$ cat config.mk
export PLATFORM = sky130hd
export DESIGN_NAME = pgfc_mul
export DESIGN_NICKNAME = d
export VERILOG_FILES = /design/src/sv/pgfc_mul.sv
export SDC_FILE = /design/constraint.sdc
export NUM_CORES = 2
export LEC_CHECK = 0
export BUFFER_PORTS_ARGS = -buffer_cell sky130_fd_sc_hd__buf_2
export CAP_MARGIN = 20
export CORE_UTILIZATION = 50
export DETAILED_ROUTE_END_ITERATION = 16
export GPL_ROUTABILITY_DRIVEN = 0
export GPL_TIMING_DRIVEN = 0
export PLACE_DENSITY_LB_ADDON = 0.2
export RECOVER_POWER = 25
export SKIP_CTS_REPAIR_TIMING = 1
export SLEW_MARGIN = 20
export SYNTH_ARGS = -nofsm -noshare
export SYNTH_HDL_FRONTEND = slang
export SYNTH_SLANG_ARGS = --single-unit
$ cat constraint.sdc
create_clock -name clk -period 7.9 [get_ports clk]
set_clock_uncertainty 0.2 [all_clocks]
set_input_delay 1.58 -clock clk [delete_from_list [all_inputs] [get_ports clk]]
set_output_delay 1.58 -clock clk [all_outputs]
set_load 0.005 [all_outputs]
$ cat src/sv/pgfc_mul.sv
`timescale 1ns / 1ps
// ----------------------------------------------------------------------------
// pgfc_mul - shared 32x32 unsigned multiplier
// Product registered once; the sequencer picks operands each cycle.
// ----------------------------------------------------------------------------
module pgfc_mul (
  input  logic        clk,
  input  logic [31:0] a,
  input  logic [31:0] b,
  output logic [63:0] p
);

  always_ff @(posedge clk) begin
    p <= 64'(a) * 64'(b);
  end

endmodule

==> impl_metrics.yaml <==
worst_setup_path:
  startpoint: "b[27]"
  cp.required_ns: 7.96
  crit_end: "p[62]"
  cp.arrival_ns: 8.87
  cp_max_fo: 10
  cp-start-kind: "primary input"
  end_kind: "flop"
  path_class: "in2reg"
sta:
  fin_hold_ws_ns: 1.34
  fin_crit_ns: 8.81
  drv_slew: 0
  rsz0062_at_grt: "yes"
  worstMarginPinSlew_ns: 0.991
  hold_viol: 0
  fin_crit_sh: 1.12
  setup_ws_ns: -0.912
  clock.fmax_ghz: 0.113
  finalSetupViolCount: 34
  relSlewSlack: 0.339
logic_synthesis:
  ys_seq_area_frac: 0.0369
  async_flop_share: 0
  synthFlopType: "dfxtp_1"
  yosys.cell_types.count: 57
  synth-seq-cells: 64
  synthTopCellsByArea: "fa_1 (52%), and2_1 (11%), ha_1 (9.5%), inv_1 (9.4%), nand2_1 (5.2%)"
  syn_inst: 3748
  avgSynthCellArea_um2: 9.25
  yosysWarnings: 0
  netlist_area_mm2: 0.0347
  yosysTopAreaCell: "fa_1"
  synth_top_area_share: 0.517
  synth_edf_count: 0
  syn_nets: 4972
global_routing:
  antenna_found_initial: 18
  grt_pass1_wl_mm: 182
  grt_max_degree: 13
  grt_pass1_vias: 28219
  grt_use_total: 0.363
  grt-ovfl-total: 0
clock_tree:
  clkTransAtPathRegs_ns: 0.06
  ctsHtreeMaxLevel: 3
  root_buffer: "clkbuf_16"
  cts_buffer_depth: 2
  cts.sinks: 64
  cts_buffers: 9
  cts_tree: "yes"
status:
  violations: "negative setup slack"
  status: "complete, but fails checks"
die:
  core_mm2: 0.0686
  dieArea_mm2: 0.0704
  die_w_um: 265
  std_cell_rows: 96
  ios: 129
  start_util: 0.506
  die_h_um: 265
final_layout:
  drive_gt1_frac: 0.134
  area_growth_pct: 13.0
  top_register: "p"
  fin_util: 0.571
  fin_cells: 4881
  final_common_cell: "inv_1"
  largest_register_ff_count: 64
  mostFrequentLayoutCells: "inv_1 (861), fa_1 (859), and2_1 (582), nand2_1 (470), ha_1 (249)"
  top_regs: "p (64)"
  fillers: 6256
  num-nets-final: 5155
drt:
  wl_per_cell_um: 25.9
  detailedRoute.firstPassIterationCount: 5
  dr.first_iter.drc_count: 2381
  drt-total-wl_mm: 126
  ant_nets: 0
  viasPerCell: 5.63
  drc: 0
  num_vias: 27497
place:
  hpwl_mm: 104
  portBuffers: 128
  dp_cells: 4807
flow_run:
  max-cap-violations: 0
min_path:
  hold_class: "in2reg"
[cell type report]
cell class                 instances  area [um2]  area share
clock inverter                     7        95.1     0.00243
inverter                         865        3250      0.0829
antenna                           14        35.0    0.000894
tap                              931        1160      0.0297
sequential                        64        1280      0.0327
buffer                           213        2020      0.0515
multi-input combinational       2599       29900       0.764
clock buffer                       9         225     0.00575
timing repair buffer             179        1180      0.0301
[cells in the mapped netlist (2+ instances only)]
cell,instances
fa_1,896
inv_1,865
and2_1,602
nand2_1,480
ha_1,263
clkbuf_1,213
dfxtp_1,64
a21oi_1,63
a21o_1,40
xnor2_1,35
xor2_1,25
nand4_1,23
o21ai_0,21
nor2_1,20
and3_1,14
a31oi_1,12
nand3_1,10
o21bai_1,10
o21a_1,9
nor3_1,7
buf_2,6
o21ai_1,5
a221o_1,4
a211oi_1,3
a21boi_1,3
a21oi_2,3
a221oi_4,3
and4_1,3
o221ai_1,3
o31ai_4,3
or2_2,3
or3_1,3
or4_1,3
a311oi_1,2
and3b_1,2
nand2b_1,2
nor2b_1,2
o211ai_1,2
o221a_2,2
o31ai_1,2
[stage by stage]
| step | setup WS (ns) | instance area [um2] | TNS, ns |
|---|---|---|---|
| floorplan | -0.409 | 35100 | -4.16 |
| global placement | -2.14 | 36900 | -63.43 |
| detailed placement | -2.09 | 36900 | -62.87 |
| CTS | -1.73 | 37300 | -45.96 |
| global route | -1.06 | 39100 | -20.15 |
| finish | -0.912 | 39200 | -15.41 |
[cells by family (layout without fill, tap and decap cells)]
| group | after synthesis | after routing | synth area share |
|---|---|---|---|
| AOI/OAI and AO/OA | 202 | 202 | 0.0415 |
| xor gates and xnor gates | 60 | 60 | 0.0152 |
| adders and majority gates | 1159 | 1159 | 0.612 |
| buffers and inverters | 1085 | 1273 | 0.118 |
| DFF | 64 | 64 | 0.0369 |
| muxes | 1 | 1 | 0.000289 |
| other | 0 | 14 | 0 |
| and+or+nand+nor | 1177 | 1177 | 0.176 |
[how the worst min path moves through the flow]
stage / end / cells past startpoint / startpoint
after floorplan: p[0] / 1 / b[0]
after global placement: p[0] / 2 / b[0]
after detailed placement: p[0] / 2 / b[0]
after CTS: p[0] / 2 / b[0]
after global routing: p[0] / 2 / b[0]
final: p[0] / 2 / b[0]
[critical path, cell delays in order]
cell and delay (ns):
buf_2 0.21, clkbuf_4 0.36, nand2_1 0.12, fa_1 0.52, inv_1 0.06, fa_1 0.58, fa_1 0.47, fa_1 0.52
fa_1 0.57, fa_1 0.44, fa_1 0.50, inv_1 0.05, fa_1 0.47, inv_1 0.04, ha_2 0.39, nand2_2 0.13
or4_4 0.52, a2bb2oi_2 0.20, o211a_1 0.21, a31oi_4 0.26, a31o_4 0.22, a211oi_4 0.07, o21ai_2 0.15, xor2_1 0.19
[layer usage]
metal / vias to the layer above / share of wire / wire, um / GRT usage
li1: 11242 / - / - / -
met4: 2 / 0.10 / 12600 / 0.285
met5: - / 0.00011 / 14 / 0
met3: 525 / 0.11 / 13700 / 0.0760
met1: 14077 / 0.35 / 44000 / 0.446
met2: 1651 / 0.44 / 56000 / 0.560
Power is left out: the tool's default activity adds up to more than one toggle a clock period on the data nets, which glitch-free logic cannot reach.
