==> config.mk <==
export PLATFORM = sky130hd
export DESIGN_NAME = pgfc_cfg
export DESIGN_NICKNAME = d
export VERILOG_FILES = /design/src/sv/pgfc_pkg.sv /design/src/sv/pgfc_cfg.sv
export SDC_FILE = /design/constraint.sdc
export NUM_CORES = 1
export LEC_CHECK = 0
export BUFFER_PORTS_ARGS = -buffer_cell sky130_fd_sc_hd__buf_2
export CAP_MARGIN = 40
export CORE_MARGIN = 8
export CORE_UTILIZATION = 52
export CTS_BUF_LIST = sky130_fd_sc_hd__clkbuf_8
export DETAILED_ROUTE_END_ITERATION = 8
export HOLD_SLACK_MARGIN = 0.12
export PLACE_DENSITY = 0.9
export SLEW_MARGIN = 10
export SYNTH_ARGS = -nofsm -noshare
export SYNTH_HDL_FRONTEND = slang
export SYNTH_SLANG_ARGS = --single-unit
==> constraint.sdc <==
create_clock -name clk -period 1.33 [get_ports clk]
set_input_delay 0.266 -clock clk [delete_from_list [all_inputs] [get_ports clk]]
set_output_delay 0.266 -clock clk [all_outputs]
set_load 0.01 [all_outputs]
==> src/sv/pgfc_pkg.sv <==
`timescale 1ns / 1ps
// ----------------------------------------------------------------------------
// pgfc_pkg - shared definitions for the pitch glide frequency controller
// Formats, constants, config register map and the 2^x interpolation table.
// ----------------------------------------------------------------------------
package pgfc_pkg;

  // fractional octave table: 2^EXP_TABLE_BITS segments, one guard entry
  localparam int EXP_TABLE_BITS = 8;
  localparam int EXP_N          = 1 << EXP_TABLE_BITS;
  localparam int EXP_IDX_W      = EXP_TABLE_BITS + 1;
  localparam int FRAC_W         = 12;                      // remainder against 3072
  localparam int TW             = FRAC_W + EXP_TABLE_BITS;

  localparam int S_TDATA_W = 48;  // note_freq, pitch_mod, zero pad
  localparam int M_TDATA_W = 32;
  localparam int CFG_ADDR_W = 3;
  localparam int CFG_DATA_W = 24;

  localparam logic [31:0] RESET_BASE = 32'h001B_8000;  // 440 Hz, Q20.12
  localparam logic [31:0] SNAP_LSB   = 32'd41;         // 0.01 Hz
  localparam int          SEMI_LIMIT = 12288;          // 48 semitones, Q8.8
  localparam int          OCT_Q88    = 3072;           // 12 semitones, Q8.8

  // ceil(2^32 / d): exact floor division for all operands used here
  localparam logic [31:0] RECIP3   = 32'd1431655766;
  localparam logic [31:0] RECIP100 = 32'd42949673;

  // right shift after scaling: 30 - (octave - 4)
  localparam logic [5:0] SH_BASE = 6'd34;

  localparam logic ACT_NOTE_ON = 1'b0;
  localparam logic ACT_TICK    = 1'b1;

  typedef enum logic [CFG_ADDR_W-1:0] {
    CFG_GLIDE_ENABLE = 3'd0,
    CFG_GLIDE_RATE   = 3'd1,
    CFG_PITCH_OFFSET = 3'd2,
    CFG_FINE_CENTS   = 3'd3,
    CFG_DETUNE_HZ    = 3'd4
  } cfg_idx_t;

  typedef struct packed {
    logic        glide_enable;
    logic [23:0] glide_rate;
    logic [14:0] pitch_offset;
    logic [11:0] fine_tune_cents;
    logic [22:0] detune_hz;
  } pgfc_cfg_t;

  typedef logic [31:0] exp_tab_t [0:EXP_N];

  function automatic logic [63:0] isqrt64(input logic [63:0] x_in);
    logic [63:0] x;
    logic [63:0] res;
    logic [63:0] bv;
    x   = x_in;
    res = '0;
    bv  = 64'h4000_0000_0000_0000;
    while (bv > x) bv = bv >> 2;
    while (bv != 64'd0) begin
      if (x >= res + bv) begin
        x   = x - (res + bv);
        res = (res >> 1) + bv;
      end else begin
        res = res >> 1;
      end
      bv = bv >> 2;
    end
    return res;
  endfunction

  // Q2.30 entries of 2^(i/EXP_N): chained square roots of 2, products rounded
  function automatic exp_tab_t build_exp_tab();
    logic [63:0] root [0:EXP_TABLE_BITS];
    logic [63:0] v;
    exp_tab_t    tab;
    int          k;
    int          i;
    root[0] = 64'd2 << 30;
    for (k = 1; k <= EXP_TABLE_BITS; k++) begin
      root[k] = isqrt64(root[k-1] << 30);
    end
    for (i = 0; i < EXP_N; i++) begin
      v = 64'd1 << 30;
      for (k = 1; k <= EXP_TABLE_BITS; k++) begin
        if (((i >> (EXP_TABLE_BITS - k)) & 1) != 0) begin
          v = (v * root[k] + (64'd1 << 29)) >> 30;
        end
      end
      tab[i] = v[31:0];
    end
    tab[EXP_N] = 32'h8000_0000;
    return tab;
  endfunction

  localparam exp_tab_t EXP_TAB = build_exp_tab();

endpackage

==> src/sv/pgfc_cfg.sv <==
`timescale 1ns / 1ps
// ----------------------------------------------------------------------------
// pgfc_cfg - configuration register file
// Decodes register writes; unknown indexes are dropped.
// ----------------------------------------------------------------------------
module pgfc_cfg (
  input  logic                                clk,
  input  logic                                rst,
  input  logic                                cfg_valid,
  output logic                                cfg_ready,
  input  logic [pgfc_pkg::CFG_ADDR_W-1:0]     cfg_addr,
  input  logic [pgfc_pkg::CFG_DATA_W-1:0]     cfg_data,
  output pgfc_pkg::pgfc_cfg_t                 cfg
);
  import pgfc_pkg::*;

  assign cfg_ready = 1'b1;

  always_ff @(posedge clk) begin
    if (rst) begin
      cfg <= '0;
    end else if (cfg_valid) begin
      case (cfg_addr)
        CFG_GLIDE_ENABLE: cfg.glide_enable    <= cfg_data[0];
        CFG_GLIDE_RATE:   cfg.glide_rate      <= cfg_data[23:0];
        CFG_PITCH_OFFSET: cfg.pitch_offset    <= cfg_data[14:0];
        CFG_FINE_CENTS:   cfg.fine_tune_cents <= cfg_data[11:0];
        CFG_DETUNE_HZ:    cfg.detune_hz       <= cfg_data[22:0];
        default: ;
      endcase
    end
  end

endmodule

==> results of run 1 <==
[cells by family after synthesis]
| group | share of synthesized area |
|---|---|
| DFF | 0.486 |
| and+or+nand+nor | 0.225 |
| buffers and inverters | 0.0446 |
| other | 0.00121 |
| muxes | 0.243 |
[how the worst min path moves through the flow]
stage                         start                   end  slack [ns]  cells after the start
6_report               cfg_data[23]  cfg[73]$_SDFFE_PP0P_        0.17                      3
5_1_grt                cfg_data[23]  cfg[73]$_SDFFE_PP0P_        0.16                      3
4_1_cts                cfg_data[23]  cfg[73]$_SDFFE_PP0P_        0.16                      3
3_5_place_dp   cfg[17]$_SDFFE_PP0P_  cfg[17]$_SDFFE_PP0P_        0.46                      2
3_3_place_gp   cfg[57]$_SDFFE_PP0P_  cfg[57]$_SDFFE_PP0P_        0.46                      2
2_1_floorplan          cfg_data[23]  cfg[73]$_SDFFE_PP0P_        0.42                      2
[placed cells by master (no fill, tap or decap)]
cell         n
and4bb_1     1
and4bb_2     1
buf_12       5
buf_2      104
buf_4        3
bufinv_16    2
clkbuf_8    10
clkinv_2     1
clkinv_4     1
conb_1       1
dfxtp_1     75
inv_1        2
mux2i_1     75
nand2b_1    99
nand4b_1     1
nand4bb_1    3
nor4b_1      1
[through the flow]
stage,setup WS (ns),std cells
after detailed placement,0.135,444
after floorplan,0.294,278
after global placement,0.212,444
final,0.224,460
after global routing,0.150,460
after CTS,0.199,460
[cell type report]
cell class | count | share of cell area
Sequential cell | 75 | 0.384
Multi-Input combinational cell | 182 | 0.371
Clock buffer | 10 | 0.0352
Timing Repair Buffer | 112 | 0.165
Tap cell | 75 | 0.0240
Clock inverter | 6 | 0.0208
[report_power, final]
| group | total [mW] | switching, mW | leakage, nW | internal (mW) |
|---|---|---|---|---|
| clock | 1.89 | 0.791 | 0.119 | 1.09 |
| sequential | 2.32 | 0.0254 | 0.607 | 2.29 |
| combinational | 0.370 | 0.181 | 1.30 | 0.189 |
| total | 4.58 | 0.998 | 2.03 | 3.58 |
[routing by layer]
layer  wire, µm  vias to the layer above  global-route usage
li1           -                     1122                   -
met1       2900                     1055               0.175
met2       3520                       60               0.288
met3        502                        7              0.0625
met4         91                        0              0.0886
met5          0                        -                   0
==> results.toml, run 1 <==
[status]
status = "finished clean"

[timing]
fin_crit_ns = 1.11
whs_ns = 0.174
slew_violations = 0
fmax_mhz = 904
hold_viol_final = 0
fin_worst_skew_ns = 0
period_share = 0.832
rsz0062_at_grt = "no"
setup-violations-final = 0
fin_tns_setup_ns = 0

[synth]
async_flop_share = 0
synth_nets = 308
synth_edf_count = 0
yosys.cell_types.count = 14
synth.most_common_cell = "nand2b_1"
syn_avg_cell_area_um2 = 11.1
ys_top_cells_by_count = "nand2b_1 (99), dfxtp_1 (75), mux2i_1 (75)"
yosysSeqAreaShare = 0.486
netlist_area_um2 = 3090
synth_top_area_cell = "dfxtp_1"
synth_area_leaders = "dfxtp_1 (49%), mux2i_1 (24%), nand2b_1 (20%)"
ys_seq_elements = 75
synth-main-ff-cell = "dfxtp_1"
synth_top_area_frac = 0.486
yosys_warnings = 0
syn_inst = 278

[setup_path]
slowest_delay_ns = 0.36
worstSetupPathType = "reg -> out"
critPathArrivalTime_ns = 0.84
critPathLaunchType = "flip-flop"
cp_max_fo = 2
critical-path-top-delay-family = "flip-flops"
cp.required_ns = 1.06
r2r_start = "cfg[31]$_SDFFE_PP0P_"
slowest_stage = "dfxtp_1"
critPathCaptureType = "primary output"
cp.depth = 1
ff2ff_setup_slack_ns = 0.68
crit_chain = "buf_2"
critPathCapture = "cfg[42]"
path_buf_inv = 1
rr_worst_depth = 2
worst_r2r_endpoint = "cfg[31]$_SDFFE_PP0P_"
cp-startpoint = "cfg[42]$_SDFFE_PP0P_"

[finish]
top_regs = "cfg (75)"
design_area_um2 = 3910
final_util = 0.672
multi_input_area_um2 = 1450
drive_gt1_frac = 0.330
area_growth_pct = 26.5
final-seq-area_um2 = 1500
top_register = "cfg"
nFillCells = 462
largest_register_ffs = 75
nNetsFinal = 410
antenna_cells = 0

[place]
hpwl_mm = 5.10
port_buffers = 104
place_area_um2 = 3690
place.gp.congestion = 0.729

[route]
num_vias = 2244
dr.pass1.iters = 4
ant_nets = 0
drt-total-wl_mm = 7.02
drt-initial-drc-count = 56
drc = 0
wl_per_cell_um = 15.3
viasPerCell = 4.88

[global_route]
overflow = 0
grt_pass1_vias = 2359
grtUsageTotal = 0.168
antenna_found_initial = 0
grt_max_degree = 63
grt_first_pass_wirelength_mm = 11.4

[clock_network]
clockBufferDepth = 2
numCtsBuffers = 9
cts_tree = "yes"
cts_resized = 0
postCtsSetupRepairBufs = 0
clk_latency_ns = 0.34
htree_levels = 3
clk_pin_slew_ns = 0.08
cts-root-buf = "clkbuf_8"
cts_hold_buf = 0
cts.sinks = 75

[die]
chipHeight_um = 93.1
io_pins = 106
die_w_um = 93.1
die_area_um2 = 8660
initial_core_util = 0.531
rows = 28
fp.coreArea_um2 = 5820

[flow_run]
drv_cap = 0

[power]
p_leak_nw = 2.03
power-per-cell-area_nw_per_um2 = 1170
peakVddDrop_mv = 1.01
total_power_mw = 4.58

[worst_hold_path]
hold_path.class = "in -> reg"
Note: power is estimated with default switching activity, not from simulation.
==> inputs of run 2 (changes only) <==
clock period = 1.1 ns   (was 1.33 ns; I/O delays follow)
==> run 2 against run 1 <==
Sequential share of layout area is the same. Die area is the same. Highest routed layer unchanged. Via count grew 1.5%. Critical path type unchanged.
==> results.toml, run 2 (synthesis gave the netlist of run 1 again) <==
[setup_path]
critical-path-top-delay-family = "flip-flops"
worstSetupPathType = "reg -> out"
critPathLaunchType = "flip-flop"
slowest_stage = "dfxtp_1"
cp_max_fo = 2
worst_r2r_endpoint = "cfg[67]$_SDFFE_PP0P_"
r2r_start = "cfg[67]$_SDFFE_PP0P_"
crit_chain = "buf_2"
cp.required_ns = 0.88
critPathCaptureType = "primary output"
ff2ff_setup_slack_ns = 0.46
path_buf_inv = 1
slowest_delay_ns = 0.36
rr_worst_depth = 2
critPathArrivalTime_ns = 0.82
cp-startpoint = "cfg[68]$_SDFFE_PP0P_"

[timing]
fin_crit_ns = 1.04
hold_viol_final = 0
fmax_mhz = 959
setup-violations-final = 0
fin_worst_skew_ns = 0
fin_tns_setup_ns = 0
period_share = 0.948
rsz0062_at_grt = "no"
slew_violations = 0

[finish]
multi_input_area_um2 = 1450
final_cells = 461
area_growth_pct = 26.5
nNetsFinal = 412
drive_gt1_frac = 0.337
top_register = "cfg"
antenna_cells = 0
largest_register_ffs = 75
layout_common_cells = "buf_2 (104), nand2b_1 (99), mux2i_1 (75), dfxtp_1 (75), clkbuf_8 (10)"
nFillCells = 478
top_regs = "cfg (75)"
final-seq-area_um2 = 1500
final_common_cell = "buf_2"
final_util = 0.672

[status]
status = "finished clean"

[power]
power.share.clock = 0.383
seqPwrFrac = 0.530
internal_power_mw = 4.10
p_sw_mw = 1.19
p_leak_nw = 2.03
power-per-cell-area_nw_per_um2 = 1350
total_power_mw = 5.29
combPwrFrac = 0.087
peakVddDrop_mv = 0.916
switching_share = 0.225

[worst_hold_path]
hold_path.class = "in -> reg"
worstHoldPathCells = 3
worstHoldStart = "cfg_data[23]"
min_to = "cfg[73]$_SDFFE_PP0P_"

[die]
io_pins = 106
fp.coreArea_um2 = 5820
die_area_um2 = 8660
chipHeight_um = 93.1
rows = 28
die_w_um = 93.1
initial_core_util = 0.531

[clock_network]
cts-root-buf = "clkbuf_8"
cts.sinks = 75
clk_pin_slew_ns = 0.08
cts_hold_buf = 0
htree_levels = 3
numCtsBuffers = 9
postCtsSetupRepairBufs = 0
clk_latency_ns = 0.32
clockBufferDepth = 2
cts_tree = "yes"
cts_resized = 0

[global_route]
overflow = 0
grtUsageTotal = 0.166
grt_max_degree = 52
grt_first_pass_wirelength_mm = 11.5
antenna_found_initial = 0
grt_pass1_vias = 2444

[flow_run]
drv_cap = 0

[place]
port_buffers = 104
place_inst = 446
hpwl_mm = 5.21
place.gp.congestion = 0.706

[route]
dr.pass1.iters = 4
drc = 0
drt-initial-drc-count = 61
ant_nets = 0
viasPerCell = 4.94
num_vias = 2277
wl_per_cell_um = 15.3
drt-total-wl_mm = 7.07
## run 2: worst register-to-register path, delay by kind of cell (launching register included)
| family | cells | cell delay [ns] |
|---|---|---|
| muxes | 1 | 0.16 |
| DFF | 1 | 0.35 |
| and+or+nand+nor | 1 | 0.06 |
## run 2: metal layers
metal | GRT usage | wire (µm) | vias to the layer above | share of wire
met1 | 0.179 | 2940 | 1079 | 0.42
met3 | 0.0561 | 516 | 10 | 0.073
li1 | - | - | 1122 | -
met4 | 0.0738 | 107 | 0 | 0.015
met5 | 0 | 0 | - | 0
met2 | 0.289 | 3510 | 66 | 0.50
## run 2: metrics by stage
stage | setup slack [ns] | area, µm² | hold WS, ns
after floorplan | 0.110 | 3090 | 0.375
after global placement | 0.0258 | 3720 | 0.455
after detailed placement | -0.0276 | 3720 | 0.463
after CTS | 0.0346 | 3910 | 0.137
after global routing | 0.00496 | 3910 | 0.163
final | 0.0568 | 3910 | 0.148
## run 2: power by group through the flow
stage	sequential, mW	combinational [mW]	clock, mW
2_1_floorplan	2.89	0.246	0
3_3_place_gp	2.87	0.449	0
3_5_place_dp	2.87	0.462	0
4_1_cts	2.80	0.464	2.08
5_1_grt	2.81	0.498	2.20
6_report	2.80	0.459	2.03
## run 2: final cells by class
type / count / area share
flip-flops and latches: 75 / 0.384
repair buffers: 114 / 0.172
clock inverters: 5 / 0.0138
multi-input cells: 182 / 0.371
clock buffers: 10 / 0.0352
well taps: 75 / 0.0240
## run 2: worst max path at each step
stage	end	slack [ns]	depth (start not counted)
final	cfg[68]	0.06	1
after global placement	cfg[61]$_SDFFE_PP0P_	0.03	4
after detailed placement	cfg[21]$_SDFFE_PP0P_	-0.03	4
after floorplan	cfg[59]$_SDFFE_PP0P_	0.11	5
after global routing	cfg[67]	0.005	1
after CTS	cfg[62]	0.03	1
==> inputs of run 3 (changes only) <==
SETUP_SLACK_MARGIN = 0.2   (was default)
==> run 3 against run 2 <==
Sequential share of layout area shrank 4.7 points. Largest power group unchanged. Via count grew 7.2%. Worst setup slack gained 0.027 ns. Count of clock-buffer cells in the layout is the same. Non-clock buffer count rose by 33. Final area is 21% higher. Clock skew unchanged. Die area is the same. Combinational power is 23% higher. Core utilization up 14 points. Fmax rose by 2.6%.
==> results.toml, run 3 (synthesis gave the netlist of run 1 again) <==
[status]
status = "finished clean"

[route]
dr.pass1.iters = 4
num_vias = 2440
ant_nets = 0
drt-initial-drc-count = 43
wl_per_cell_um = 16.2
viasPerCell = 4.93
drt-total-wl_mm = 8.02
drc = 0

[finish]
top_register = "cfg"
antenna_cells = 0
drive_gt1_frac = 0.569
final_cells = 495
nFillCells = 325
final_common_cell = "nand2b_1"
area_growth_pct = 53.3
layout_common_cells = "nand2b_1 (99), mux2i_1 (75), dfxtp_2 (75), buf_6 (75), buf_4 (37)"
largest_register_ffs = 75
top_regs = "cfg (75)"
design_area_um2 = 4740
final-seq-area_um2 = 1600
final_util = 0.814
multi_input_area_um2 = 1450
nNetsFinal = 445

[power]
p_sw_mw = 1.34
peakVddDrop_mv = 1.15
combPwrFrac = 0.101
p_leak_nw = 2.29
internal_power_mw = 4.24
seqPwrFrac = 0.507
switching_share = 0.240
power.share.clock = 0.392
power-per-cell-area_nw_per_um2 = 1180

[timing]
fin_crit_ns = 1.02
fin_tns_setup_ns = 0
fin_worst_skew_ns = 0
fmax_mhz = 984
rsz0062_at_grt = "yes"
period_share = 0.924
worst_slack_ns = 0.0836
slew_violations = 0
setup-violations-final = 0
hold_viol_final = 0

[setup_path]
cp.required_ns = 0.88
cp_max_fo = 2
worstSetupPathType = "reg -> out"
path_buf_inv = 1
critPathCaptureType = "primary output"
slowest_stage = "dfxtp_2"
crit_chain = "buf_6"
slowest_delay_ns = 0.36
critPathLaunchType = "flip-flop"
critPathArrivalTime_ns = 0.80
critical-path-top-delay-family = "flip-flops"

[worst_hold_path]
hold_path.class = "in -> reg"

[clock_network]
numCtsBuffers = 9
clk_latency_ns = 0.33
clockBufferDepth = 2
cts_tree = "yes"
cts_hold_buf = 0
cts.sinks = 75
cts-root-buf = "clkbuf_8"
clk_pin_slew_ns = 0.08
htree_levels = 3

[place]
place_ws_ns = -0.0433
hpwl_mm = 4.99
place_area_um2 = 3710
port_buffers = 104
place.gp.congestion = 0.734
place_inst = 445

[die]
initial_core_util = 0.531
chipHeight_um = 93.1
die_area_um2 = 8660
die_w_um = 93.1
rows = 28
fp.coreArea_um2 = 5820
io_pins = 106

[global_route]
grt_max_degree = 51
grt_first_pass_wirelength_mm = 12.0
grt_pass1_vias = 2520
grtUsageTotal = 0.173
overflow = 0
antenna_found_initial = 0

[flow_run]
drv_cap = 0
-- run 3: worst paths after layout --
| path | startpoint | to | slack (ns) | depth (start not counted) |
|---|---|---|---|---|
| hold reg to reg | cfg[0]$_SDFFE_PP0P_ | cfg[0]$_SDFFE_PP0P_ | 0.48 | 2 |
| setup / recovery | cfg[60]$_SDFFE_PP0P_ | cfg[60] | 0.08 | 1 |
| hold / removal | cfg_data[23] | cfg[73]$_SDFFE_PP0P_ | 0.15 | 3 |
| setup reg to reg | cfg[6]$_SDFFE_PP0P_ | cfg[6]$_SDFFE_PP0P_ | 0.28 | 3 |
-- run 3: layout make-up --
| type | count | area share |
|---|---|---|
| Multi-Input combinational cell | 182 | 0.306 |
| Timing Repair Buffer | 147 | 0.293 |
| Tap cell | 75 | 0.0198 |
| Sequential cell | 75 | 0.337 |
| Clock buffer | 10 | 0.0291 |
| Clock inverter | 6 | 0.0151 |
-- run 3: metal layers --
layer  vias up  GRT usage  part of all wire
li1       1193          -                 -
met1      1156      0.185              0.41
met2        76      0.299              0.50
met3        15     0.0569             0.066
met4         0     0.0859             0.023
met5         -          0                 0
-- run 3: metrics by stage --
| step | total power [mW] | hold WS [ns] |
|---|---|---|
| 6_report | 5.58 | 0.154 |
| 5_1_grt | 5.77 | 0.159 |
| 4_1_cts | 5.59 | 0.143 |
| 3_5_place_dp | 3.32 | 0.459 |
| 3_3_place_gp | 3.31 | 0.454 |
| 2_1_floorplan | 3.15 | 0.375 |
-- run 3: repair_timing --
item / CTS / global route
setup buffers: 11 / 23
gates resized for setup: 150 / 0
endpoints found under the setup margin: 75 / 75
-- run 3: power groups by stage --
| stage | clock (mW) | combinational [mW] | sequential (mW) |
|---|---|---|---|
| floorplan | 0 | 0.252 | 2.89 |
| global placement | 0 | 0.448 | 2.87 |
| detailed placement | 0 | 0.456 | 2.87 |
| CTS | 2.23 | 0.535 | 2.83 |
| global route | 2.33 | 0.603 | 2.83 |
| finish | 2.19 | 0.563 | 2.83 |
